$ cat src/design/mdc_pkg.sv
// shared types, constants and helpers for the maze carver
package mdc_pkg;

  localparam int ROWS_DEF        = 16;
  localparam int COLS_DEF        = 16;
  localparam int STACK_DEPTH_DEF = 64;

  typedef enum logic [1:0] {
    MODE_START = 2'd0,
    MODE_STEP  = 2'd1,
    MODE_READ  = 2'd2
  } mode_t;

  typedef enum logic [1:0] {
    KIND_PASSAGE = 2'd0,
    KIND_WALL    = 2'd1,
    KIND_START   = 2'd2,
    KIND_GOAL    = 2'd3
  } kind_t;

  typedef enum logic [1:0] {
    PH_IDLE = 2'd0,
    PH_WAIT = 2'd1,
    PH_DONE = 2'd2
  } phase_t;

  typedef enum logic [1:0] {
    DIR_NORTH = 2'd0,
    DIR_EAST  = 2'd1,
    DIR_SOUTH = 2'd2,
    DIR_WEST  = 2'd3
  } dir_t;

  typedef enum logic [3:0] {
    S_CLEAR,
    S_IDLE,
    S_START,
    S_TRY,
    S_CHECK,
    S_POP,
    S_CARVE_MID,
    S_CARVE_END,
    S_FIN_START,
    S_FIN_GOAL,
    S_READ
  } state_t;

  typedef struct packed {
    logic rd_en;
    logic wr_en;
    logic wr_data;
    logic clear_req;
  } grid_ctl_t;

  // four swap draws over the list north, east, south, west
  function automatic logic [7:0] shuffle_order(input logic [7:0] bits);
    logic [1:0] d [4];
    logic [1:0] r;
    logic [1:0] t;
    d[0] = 2'd0;
    d[1] = 2'd1;
    d[2] = 2'd2;
    d[3] = 2'd3;
    for (int i = 0; i < 4; i++) begin
      r    = bits[2*i +: 2];
      t    = d[r];
      d[r] = d[i];
      d[i] = t;
    end
    return {d[3], d[2], d[1], d[0]};
  endfunction

endpackage

$ cat src/design/mdc_if.sv
// valid/ready channel interfaces for the maze carver
interface mdc_in_if;
  logic       valid;
  logic       ready;
  logic [1:0] mode;
  logic [7:0] random_bits;
  logic [3:0] read_row;
  logic [3:0] read_col;

  modport source (output valid, output mode, output random_bits, output read_row,
                  output read_col, input ready);
  modport sink (input valid, input mode, input random_bits, input read_row,
                input read_col, output ready);
endinterface

interface mdc_out_if;
  logic       valid;
  logic       ready;
  logic [3:0] cell_row;
  logic [3:0] cell_col;
  logic [1:0] cell_kind;
  logic       finished;
  logic       last;

  modport source (output valid, output cell_row, output cell_col, output cell_kind,
                  output finished, output last, input ready);
  modport sink (input valid, input cell_row, input cell_col, input cell_kind,
                input finished, input last, output ready);
endinterface

$ cat src/design/mdc_grid.sv
// one-bit-per-cell wall memory with a sweep that sets every cell to wall
module mdc_grid #(
  parameter int AW = 8
) (
  input  logic              clk,
  input  logic              rst_n,
  input  mdc_pkg::grid_ctl_t ctl,
  input  logic [AW-1:0]     wr_addr,
  input  logic [AW-1:0]     rd_addr,
  output logic              rd_data,
  output logic              busy
);
  import mdc_pkg::*;

  logic          mem [2**AW];
  logic          clr_active_r;
  logic [AW-1:0] clr_cnt_r;
  logic          rd_data_r;

  // sweep runs after reset and on every clear request
  always_ff @(posedge clk) begin
    if (!rst_n) begin
      clr_active_r <= 1'b1;
      clr_cnt_r    <= '0;
    end else if (ctl.clear_req) begin
      clr_active_r <= 1'b1;
      clr_cnt_r    <= '0;
    end else if (clr_active_r) begin
      clr_cnt_r <= clr_cnt_r + AW'(1);
      if (&clr_cnt_r) begin
        clr_active_r <= 1'b0;
      end
    end
  end

  always_ff @(posedge clk) begin
    if (clr_active_r) begin
      mem[clr_cnt_r] <= 1'b1;
    end else if (ctl.wr_en) begin
      mem[wr_addr] <= ctl.wr_data;
    end
    if (ctl.rd_en) begin
      rd_data_r <= mem[rd_addr];
    end
  end

  assign rd_data = rd_data_r;
  assign busy    = clr_active_r;

endmodule

$ cat src/design/maze_dfs_carver_core.sv
// random depth-first maze carver, top level
//
//  channel | dir | payload                                          | role
//  in_ch   | in  | mode, random_bits, read_row, read_col            | start, byte, read
//  out_ch  | out | cell_row, cell_col, cell_kind, finished, last    | carved or read cell
//
// start: accept, grid sweep, sweep exit, then the result
// random byte: accept, try and check per direction read from the grid, try per
//   direction out of bounds or on a full stack, try and pop per pop, try to end
//   the walk, emit per result
// read: accept and result; reset: grid sweep, no item is accepted until it ends
// one item at a time; a stalled result holds the walk in its emit state
module maze_dfs_carver_core #(
  parameter int ROWS        = mdc_pkg::ROWS_DEF,
  parameter int COLS        = mdc_pkg::COLS_DEF,
  parameter int STACK_DEPTH = mdc_pkg::STACK_DEPTH_DEF
) (
  input  logic      clk,
  input  logic      rst_n,
  mdc_in_if.sink    in_ch,
  mdc_out_if.source out_ch
);
  import mdc_pkg::*;

  localparam int RW  = (ROWS > 1) ? $clog2(ROWS) : 1;
  localparam int CW  = (COLS > 1) ? $clog2(COLS) : 1;
  localparam int AW  = RW + CW;
  localparam int SAW = (STACK_DEPTH > 1) ? $clog2(STACK_DEPTH) : 1;
  localparam int DW  = $clog2(STACK_DEPTH + 1);
  localparam int SW  = RW + CW + 8 + 3;

  state_t state_r, state_nxt;
  phase_t phase_r;

  logic [RW-1:0] top_row_r, goal_row_r, tgt_row_r, mid_row_r, rd_row_r;
  logic [CW-1:0] top_col_r, goal_col_r, tgt_col_r, mid_col_r, rd_col_r;
  logic [7:0]    top_order_r;
  logic [2:0]    top_next_r;
  logic [DW-1:0] depth_r;
  logic [3:0]    rr_r, rc_r;
  logic          oob_r;

  logic [SW-1:0] stk_mem [STACK_DEPTH];
  logic [SW-1:0] stk_rd_r;
  logic          stk_rd_en, stk_wr_en;
  logic [DW-1:0] depth_m1, depth_m2;

  grid_ctl_t     gctl;
  logic [AW-1:0] g_wr_addr, g_rd_addr;
  logic          g_rd_data, g_busy;

  logic          out_valid_r;
  logic [3:0]    out_row_r, out_col_r;
  kind_t         out_kind_r;
  logic          out_fin_r, out_last_r;

  logic          emit_en, emit_fin, emit_last, emit_is_read, fire, out_free;
  kind_t         emit_kind, read_kind;
  logic [RW-1:0] emit_row;
  logic [CW-1:0] emit_col;
  logic [RW+3:0] emit_row_ext;
  logic [CW+3:0] emit_col_ext;

  logic          in_fire;
  logic [RW+3:0] in_row_ext;
  logic [CW+3:0] in_col_ext;
  logic          in_oob;

  // direction step
  dir_t          dir;
  logic [RW:0]   row_p2, row_p1;
  logic [CW:0]   col_p2, col_p1;
  logic          dir_ok;
  logic [RW-1:0] try_tgt_row, try_mid_row;
  logic [CW-1:0] try_col_tgt, try_col_mid;
  logic          goal_nz;

  mdc_grid #(.AW(AW)) u_grid (
    .clk     (clk),
    .rst_n   (rst_n),
    .ctl     (gctl),
    .wr_addr (g_wr_addr),
    .rd_addr (g_rd_addr),
    .rd_data (g_rd_data),
    .busy    (g_busy)
  );

  assign in_ch.ready = (state_r == S_IDLE);
  assign in_fire     = in_ch.valid && in_ch.ready;
  assign in_row_ext  = {{RW{1'b0}}, in_ch.read_row};
  assign in_col_ext  = {{CW{1'b0}}, in_ch.read_col};
  assign in_oob      = (in_row_ext >= (RW+4)'(ROWS)) || (in_col_ext >= (CW+4)'(COLS));

  assign depth_m1 = depth_r - DW'(1);
  assign depth_m2 = depth_r - DW'(2);
  assign goal_nz  = (goal_row_r != '0) || (goal_col_r != '0);

  always_comb begin
    dir         = dir_t'(top_order_r[{top_next_r[1:0], 1'b0} +: 2]);
    row_p2      = {1'b0, top_row_r} + (RW+1)'(2);
    row_p1      = {1'b0, top_row_r} + (RW+1)'(1);
    col_p2      = {1'b0, top_col_r} + (CW+1)'(2);
    col_p1      = {1'b0, top_col_r} + (CW+1)'(1);
    dir_ok      = 1'b0;
    try_tgt_row = top_row_r;
    try_mid_row = top_row_r;
    try_col_tgt = top_col_r;
    try_col_mid = top_col_r;
    unique case (dir)
      DIR_NORTH: begin
        dir_ok      = ({1'b0, top_col_r} >= (CW+1)'(2));
        try_col_tgt = top_col_r - CW'(2);
        try_col_mid = top_col_r - CW'(1);
      end
      DIR_EAST: begin
        dir_ok      = (row_p2 < (RW+1)'(ROWS));
        try_tgt_row = row_p2[RW-1:0];
        try_mid_row = row_p1[RW-1:0];
      end
      DIR_SOUTH: begin
        dir_ok      = (col_p2 < (CW+1)'(COLS));
        try_col_tgt = col_p2[CW-1:0];
        try_col_mid = col_p1[CW-1:0];
      end
      DIR_WEST: begin
        dir_ok      = ({1'b0, top_row_r} >= (RW+1)'(2));
        try_tgt_row = top_row_r - RW'(2);
        try_mid_row = top_row_r - RW'(1);
      end
      default: dir_ok = 1'b0;
    endcase
    // a push onto a full stack counts as blocked
    dir_ok = dir_ok && (depth_r < DW'(STACK_DEPTH));
  end

  assign out_free = !out_valid_r || out_ch.ready;
  assign fire     = emit_en && out_free;

  // next state
  always_comb begin
    state_nxt = state_r;
    unique case (state_r)
      S_CLEAR: begin
        if (!g_busy) begin
          state_nxt = (phase_r == PH_WAIT) ? S_START : S_IDLE;
        end
      end
      S_IDLE: begin
        if (in_fire) begin
          unique case (in_ch.mode)
            MODE_START: state_nxt = S_CLEAR;
            MODE_STEP: begin
              if (phase_r == PH_WAIT && depth_r != '0) begin
                state_nxt = S_TRY;
              end
            end
            MODE_READ: state_nxt = S_READ;
            default:   state_nxt = S_IDLE;
          endcase
        end
      end
      S_START:     if (fire) state_nxt = S_IDLE;
      S_TRY: begin
        if (top_next_r[2]) begin
          if (depth_r == DW'(1)) begin
            state_nxt = goal_nz ? S_FIN_START : S_FIN_GOAL;
          end else begin
            state_nxt = S_POP;
          end
        end else if (dir_ok) begin
          state_nxt = S_CHECK;
        end
      end
      S_CHECK:     state_nxt = g_rd_data ? S_CARVE_MID : S_TRY;
      S_POP:       state_nxt = S_TRY;
      S_CARVE_MID: if (fire) state_nxt = S_CARVE_END;
      S_CARVE_END: if (fire) state_nxt = S_IDLE;
      S_FIN_START: if (fire) state_nxt = S_FIN_GOAL;
      S_FIN_GOAL:  if (fire) state_nxt = S_IDLE;
      S_READ:      if (fire) state_nxt = S_IDLE;
      default:     state_nxt = S_IDLE;
    endcase
  end

  always_comb begin
    read_kind = g_rd_data ? KIND_WALL : KIND_PASSAGE;
    if (oob_r) begin
      read_kind = KIND_WALL;
    end else if (phase_r == PH_DONE) begin
      if (rd_row_r == goal_row_r && rd_col_r == goal_col_r) begin
        read_kind = KIND_GOAL;
      end else if (rd_row_r == '0 && rd_col_r == '0) begin
        read_kind = KIND_START;
      end
    end
  end

  // outputs of the state machine
  always_comb begin
    gctl         = '0;
    g_wr_addr    = '0;
    g_rd_addr    = {tgt_row_r, tgt_col_r};
    stk_rd_en    = 1'b0;
    stk_wr_en    = 1'b0;
    emit_en      = 1'b0;
    emit_row     = '0;
    emit_col     = '0;
    emit_kind    = KIND_PASSAGE;
    emit_fin     = 1'b0;
    emit_last    = 1'b1;
    emit_is_read = 1'b0;
    unique case (state_r)
      S_IDLE: begin
        if (in_fire && in_ch.mode == MODE_START) begin
          gctl.clear_req = 1'b1;
        end
        if (in_fire && in_ch.mode == MODE_READ && !in_oob) begin
          gctl.rd_en = 1'b1;
          g_rd_addr  = {in_row_ext[RW-1:0], in_col_ext[CW-1:0]};
        end
      end
      S_START: begin
        gctl.wr_en = 1'b1;
        emit_en    = 1'b1;
      end
      S_TRY: begin
        if (top_next_r[2]) begin
          stk_rd_en = (depth_r != DW'(1));
        end else if (dir_ok) begin
          gctl.rd_en = 1'b1;
          g_rd_addr  = {try_tgt_row, try_col_tgt};
        end
      end
      S_CARVE_MID: begin
        gctl.wr_en = 1'b1;
        g_wr_addr  = {mid_row_r, mid_col_r};
        emit_en    = 1'b1;
        emit_row   = mid_row_r;
        emit_col   = mid_col_r;
        emit_last  = 1'b0;
      end
      S_CARVE_END: begin
        gctl.wr_en = 1'b1;
        g_wr_addr  = {tgt_row_r, tgt_col_r};
        emit_en    = 1'b1;
        emit_row   = tgt_row_r;
        emit_col   = tgt_col_r;
        stk_wr_en  = fire;
      end
      S_FIN_START: begin
        emit_en   = 1'b1;
        emit_kind = KIND_START;
        emit_fin  = 1'b1;
        emit_last = 1'b0;
      end
      S_FIN_GOAL: begin
        emit_en   = 1'b1;
        emit_row  = goal_row_r;
        emit_col  = goal_col_r;
        emit_kind = KIND_GOAL;
        emit_fin  = 1'b1;
      end
      S_READ: begin
        emit_en      = 1'b1;
        emit_is_read = 1'b1;
        emit_kind    = read_kind;
        emit_fin     = (phase_r == PH_DONE);
      end
      default: begin
        emit_en = 1'b0;
      end
    endcase
  end

  assign emit_row_ext = {4'b0, emit_row};
  assign emit_col_ext = {4'b0, emit_col};

  always_ff @(posedge clk) begin
    if (!rst_n) begin
      state_r <= S_CLEAR;
    end else begin
      state_r <= state_nxt;
    end
  end

  // walk control state
  always_ff @(posedge clk) begin
    if (!rst_n) begin
      phase_r    <= PH_IDLE;
      depth_r    <= '0;
      goal_row_r <= '0;
      goal_col_r <= '0;
    end else begin
      if (state_r == S_IDLE && in_fire && in_ch.mode == MODE_START) begin
        phase_r <= PH_WAIT;
        depth_r <= '0;
      end
      if (state_r == S_START && fire) begin
        depth_r    <= DW'(1);
        goal_row_r <= '0;
        goal_col_r <= '0;
      end
      if (state_r == S_TRY && top_next_r[2]) begin
        depth_r <= depth_m1;
        if (depth_r == DW'(1)) begin
          phase_r <= PH_DONE;
        end
      end
      if (state_r == S_CARVE_END && fire) begin
        depth_r    <= depth_r + DW'(1);
        goal_row_r <= tgt_row_r;
        goal_col_r <= tgt_col_r;
      end
    end
  end

  // top of stack held in registers, entries below it in memory
  always_ff @(posedge clk) begin
    unique case (state_r)
      S_START: begin
        top_row_r   <= '0;
        top_col_r   <= '0;
        top_order_r <= '0;
        top_next_r  <= '0;
      end
      S_IDLE: begin
        if (in_fire) begin
          if (in_ch.mode == MODE_STEP) begin
            top_order_r <= shuffle_order(in_ch.random_bits);
            top_next_r  <= '0;
          end
          rr_r     <= in_ch.read_row;
          rc_r     <= in_ch.read_col;
          rd_row_r <= in_row_ext[RW-1:0];
          rd_col_r <= in_col_ext[CW-1:0];
          oob_r    <= in_oob;
        end
      end
      S_TRY: begin
        if (!top_next_r[2]) begin
          top_next_r <= top_next_r + 3'd1;
          tgt_row_r  <= try_tgt_row;
          tgt_col_r  <= try_col_tgt;
          mid_row_r  <= try_mid_row;
          mid_col_r  <= try_col_mid;
        end
      end
      S_POP: begin
        {top_row_r, top_col_r, top_order_r, top_next_r} <= stk_rd_r;
      end
      S_CARVE_END: begin
        if (fire) begin
          top_row_r   <= tgt_row_r;
          top_col_r   <= tgt_col_r;
          top_order_r <= '0;
          top_next_r  <= '0;
        end
      end
      default: begin
        top_next_r <= top_next_r;
      end
    endcase
  end

  always_ff @(posedge clk) begin
    if (stk_wr_en) begin
      stk_mem[depth_m1[SAW-1:0]] <= {top_row_r, top_col_r, top_order_r, top_next_r};
    end
    if (stk_rd_en) begin
      stk_rd_r <= stk_mem[depth_m2[SAW-1:0]];
    end
  end

  // output register
  always_ff @(posedge clk) begin
    if (!rst_n) begin
      out_valid_r <= 1'b0;
    end else if (fire) begin
      out_valid_r <= 1'b1;
    end else if (out_ch.ready) begin
      out_valid_r <= 1'b0;
    end
  end

  always_ff @(posedge clk) begin
    if (fire) begin
      out_row_r  <= emit_is_read ? rr_r : emit_row_ext[3:0];
      out_col_r  <= emit_is_read ? rc_r : emit_col_ext[3:0];
      out_kind_r <= emit_kind;
      out_fin_r  <= emit_fin;
      out_last_r <= emit_last;
    end
  end

  assign out_ch.valid     = out_valid_r;
  assign out_ch.cell_row  = out_row_r;
  assign out_ch.cell_col  = out_col_r;
  assign out_ch.cell_kind = out_kind_r;
  assign out_ch.finished  = out_fin_r;
  assign out_ch.last      = out_last_r;

endmodule

$ cat src/flat_wrapper.sv
// flat-port wrapper written by rule: the top's interface ports become plain ports
module maze_dfs_carver_core_flat import mdc_pkg::*;
#(
  parameter int ROWS        = mdc_pkg::ROWS_DEF,
  parameter int COLS        = mdc_pkg::COLS_DEF,
  parameter int STACK_DEPTH = mdc_pkg::STACK_DEPTH_DEF
)
  (clk, rst_n, in_ch_valid, in_ch_mode, in_ch_random_bits, in_ch_read_row, in_ch_read_col, in_ch_ready, out_ch_valid, out_ch_cell_row, out_ch_cell_col, out_ch_cell_kind, out_ch_finished, out_ch_last, out_ch_ready);
  mdc_in_if in_ch_i ();
  mdc_out_if out_ch_i ();
  input  logic clk;
  input  logic rst_n;
  input wire logic [$bits(in_ch_i.valid)-1:0] in_ch_valid;
  input wire logic [$bits(in_ch_i.mode)-1:0] in_ch_mode;
  input wire logic [$bits(in_ch_i.random_bits)-1:0] in_ch_random_bits;
  input wire logic [$bits(in_ch_i.read_row)-1:0] in_ch_read_row;
  input wire logic [$bits(in_ch_i.read_col)-1:0] in_ch_read_col;
  output wire logic [$bits(in_ch_i.ready)-1:0] in_ch_ready;
  output wire logic [$bits(out_ch_i.valid)-1:0] out_ch_valid;
  output wire logic [$bits(out_ch_i.cell_row)-1:0] out_ch_cell_row;
  output wire logic [$bits(out_ch_i.cell_col)-1:0] out_ch_cell_col;
  output wire logic [$bits(out_ch_i.cell_kind)-1:0] out_ch_cell_kind;
  output wire logic [$bits(out_ch_i.finished)-1:0] out_ch_finished;
  output wire logic [$bits(out_ch_i.last)-1:0] out_ch_last;
  input wire logic [$bits(out_ch_i.ready)-1:0] out_ch_ready;
  assign in_ch_i.valid = in_ch_valid;
  assign in_ch_i.mode = in_ch_mode;
  assign in_ch_i.random_bits = in_ch_random_bits;
  assign in_ch_i.read_row = in_ch_read_row;
  assign in_ch_i.read_col = in_ch_read_col;
  assign in_ch_ready = in_ch_i.ready;
  assign out_ch_valid = out_ch_i.valid;
  assign out_ch_cell_row = out_ch_i.cell_row;
  assign out_ch_cell_col = out_ch_i.cell_col;
  assign out_ch_cell_kind = out_ch_i.cell_kind;
  assign out_ch_finished = out_ch_i.finished;
  assign out_ch_last = out_ch_i.last;
  assign out_ch_i.ready = out_ch_ready;
  maze_dfs_carver_core #(.ROWS(ROWS), .COLS(COLS), .STACK_DEPTH(STACK_DEPTH)) u_core (.clk(clk), .rst_n(rst_n), .in_ch(in_ch_i), .out_ch(out_ch_i));
endmodule
$ cat config.mk
export PLATFORM = sky130hd
export DESIGN_NAME = maze_dfs_carver_core_flat
export DESIGN_NICKNAME = d
export VERILOG_FILES = /design/src/design/mdc_pkg.sv /design/src/design/mdc_if.sv /design/src/design/mdc_grid.sv /design/src/design/maze_dfs_carver_core.sv /design/src/flat_wrapper.sv
export SDC_FILE = /design/constraint.sdc
export NUM_CORES = 2
export LEC_CHECK = 0
export BUFFER_PORTS_ARGS = -buffer_cell sky130_fd_sc_hd__buf_2
export CAP_MARGIN = 40
export CELL_PAD_IN_SITES_DETAIL_PLACEMENT = 1
export CELL_PAD_IN_SITES_GLOBAL_PLACEMENT = 1
export CORE_UTILIZATION = 29
export CTS_CLUSTER_DIAMETER = 200
export CTS_CLUSTER_SIZE = 40
export DETAILED_ROUTE_END_ITERATION = 10
export PLACE_DENSITY_LB_ADDON = 0.05
export RECOVER_POWER = 25
export SETUP_SLACK_MARGIN = 0.4
export SLEW_MARGIN = 0
export SYNTH_ARGS = -nofsm -noshare
export SYNTH_HDL_FRONTEND = slang
export SYNTH_SLANG_ARGS = --single-unit
export TNS_END_PERCENT = 5
$ cat constraint.sdc
create_clock -name clk -period 6.5 [get_ports clk]
set_input_delay 0.975 -clock clk [delete_from_list [all_inputs] [get_ports clk]]
set_output_delay 0.975 -clock clk [all_outputs]
set_load 0.01 [all_outputs]
==> run metrics <==
FP Rows 172; Max clock buf depth 3; CTS Root Cell clkbuf_16; max-cap check violation count 12; Synth Register Bits 1,578; maximum clock frequency 185 MHz; # port buffers 35; Req. time, crit path 7010 ps; vias per inst 5.02; WL/cell 29.8 µm; Slew @ Worst Pin 3530 ps; # Post-CTS Setup Buffers 0; first-pass GRT wire length 276 mm; outcome finished with violations; Overall Power 20,300 µW; top cells by area, synth edfxtp_1 72%, mux4_2 14%, nor2_1 2.3%; setup TNS 0 ps; highest net fanout along the worst path 40; Async SR Flop Fraction 0; hold buffers post-CTS 0; Simple-Gate Fraction of Synth Area 0.0631; Die Area 224,000 µm²; Synth Instances 3,564; CTS Sinks 1,578; drt first-iter violations 2,664; antenna violations before repair 2; gr usage total 0.174; Synth area leader edfxtp_1; CP arrival 5920 ps; syn nets 3,611; via count 33,100; Hold Path Cell Cnt 3; Critical Path Max Stage Delay 950 ps; Die W 474 µm; crit path kind reg2reg; post_cts resized 0; Synth Cell Area 64,500 µm²; CP cell instances clkbuf_1 > inv_1 > ha_1 > nand2b_1 > and3_4 > nor3_4 > o21ai_2 > a22o_4 > buf_4 > mux2i_1 > mux2i_1 > o2111ai_1 > and4b_1 > a31oi_1 > a21oi_1 > nor4_2; post-synthesis mux area share 0.148; DP HPWL 119 mm; core footprint 220,000 µm²; vias in the first global route 35,100; Max VDD drop 205 µV; Fin. Hold Viols 0; Post-synth EDFFs 1,547; area fraction in compound gates after synthesis 0.0327; GP Congestion 0.790; count of cell types in the netlist 87; layout cells sized above 1 0.201; Finished Layout Cells 6,588; DR pass1 iterations 5; Synth Area in Adders 0.00508; unrepaired setup endpoints after global routing no; clock buffer count from CTS 45; Clock Pin Slew Worst Setup and Hold Paths 160 ps; I/O pins 36; most frequent cell after synthesis edfxtp_1; Setup Skew 48.3 ps; most frequent cells after synthesis 1,547 x edfxtp_1, 402 x nor2_1, 390 x mux4_2; drt total wl 196 mm; CP Capture Type flip-flop; PwrDens 287 nW/µm²; Leakage 0.0211 µW; Synth top area share 0.721; fin nets 3,653; CP max stage cell clkbuf_1; Final period util 0.833; syn avg cell area 18.1 µm²; DRC 0; CTS tree done; Worst-Skew Late Latency 760 ps; largest net degree at the start of global routing 223; Main synth FF type edfxtp_1; final setup fails 0; failing checks capacitance limit, slew limit; Cells after DPL 6,517; most used cell, CP mux2i_1; Synth Area in XOR/XNOR 0.00598; Starting Density 0.293; cells on worst reg2reg path 16; Synth warnings 0; Hold WC Path Type in2reg; crit path time final 5420 ps; Die Ht 474 µm; Area growth syn-to-layout 9.30%; Seq/Total Area, Yosys 0.730; main combinational cell family by area after synthesis multiplexers; Final Max Tran Viols 774; Worst setup SP type flip-flop; Congestion Overflow GR 0; post-route ant nets 0; Max H-tree Level 2; relative slew slack -1.35
## per-stage QoR
step	setup WS [ps]	util	cell area, µm²	hold WS (ps)
after floorplan	1960	-	64500	453
after global routing	662	0.320	70500	465
after detailed placement	1240	0.314	69300	495
after global placement	1340	0.313	69000	479
after CTS	1210	0.320	70500	369
final	1080	0.320	70500	486
## worst max-delay path: cells and delay by family, from the launching register on
family / cells / cell delay, ps
adder cells (fa/ha/maj): 1 / 270
multiplexers: 2 / 360
AO/OA/AOI/OAI: 5 / 1630
flip-flops: 1 / 350
AND/OR/NAND/NOR: 5 / 780
buffers and inverters: 3 / 1730
## worst paths after layout
kind                                     startpoint               endpoint  slack (ps)
worst max-delay path            u_core.top_row_r[2]  u_core.u_grid.rd_data        1080
worst min-delay path                   out_ch_ready    u_core.out_ch.valid         490
worst max register to register  u_core.top_row_r[2]  u_core.u_grid.rd_data        1080
worst min register to register  u_core.out_ch.valid    u_core.out_ch.valid         510
## placed cells by master, fill, tap and decap left out, drive strengths merged, types with 13 or more instances in the layout
master / count
edfxtp: 1547
nor2: 403
mux4: 390
nand2: 284
buf: 179
clkbuf: 84
a21oi: 74
nand3: 71
mux2i: 68
o21ai: 42
nor2b: 33
and3: 31
dfxtp: 31
xnor2: 26
a211oi: 23
ha: 23
a22oi: 21
inv: 20
a22o: 20
nand4: 19
xor2: 18
nor3: 18
nand2b: 17
a31oi: 15
o22ai: 13
a21boi: 13
## sequential cells by signal (all words and copies together) (netlist names), 2 cells and up
| register | flops |
|---|---|
| u_core.phase_r | 2 |
| u_core.out_ch.cell_kind | 2 |
| u_core.top_order_r | 8 |
| u_core.tgt_col_r | 4 |
| u_core.u_grid.clr_cnt_r | 8 |
| u_core.goal_row_r | 4 |
| u_core.rd_col_r | 4 |
| u_core.rd_row_r | 4 |
| u_core.top_next_r | 3 |
| u_core.mid_col_r | 4 |
| u_core.top_col_r | 4 |
| u_core.state_r | 4 |
| u_core.out_ch.cell_row | 4 |
| u_core.out_ch.cell_col | 4 |
| u_core.stk_mem | 1216 |
| u_core.depth_r | 7 |
| u_core.top_row_r | 4 |
| u_core.mid_row_r | 4 |
| u_core.u_grid.mem | 256 |
| u_core.stk_rd_r | 19 |
| u_core.goal_col_r | 4 |
| u_core.tgt_row_r | 4 |
## final cells by class
| type | count | area (µm²) |
|---|---|---|
| clock buffers | 62 | 1190 |
| repair buffers | 201 | 1630 |
| clock inverters | 4 | 71.3 |
| diodes | 5 | 12.5 |
| flip-flops and latches | 1578 | 47100 |
| fillers | 22200 | 150000 |
| inverters | 21 | 78.8 |
| well taps | 2958 | 3700 |
| multi-input cells | 1759 | 16700 |
## metal layers
metal / wire, µm / track usage / up-vias / share of wire
met5: 0 / 0 / - / 0
met4: 3240 / 0.0333 / 0 / 0.017
met3: 6270 / 0.0158 / 96 / 0.032
met2: 93700 / 0.285 / 568 / 0.48
met1: 92900 / 0.252 / 18300 / 0.47
li1: - / - / 14200 / -
## where the power goes
part	internal, µW	switching, µW
Sequential	11500	77.5
Clock	1320	3030
Combinational	1470	2830
## kinds of logic after synthesis
| logic type | count (synthesis) |
|---|---|
| XOR/XNOR | 44 |
| multiplexers | 464 |
| AND/OR/NAND/NOR | 923 |
| buffers and inverters | 227 |
| flip-flops | 1578 |
| adder cells (fa/ha/maj) | 25 |
| AO/OA/AOI/OAI | 303 |
Power figures use the tool's default switching activity.
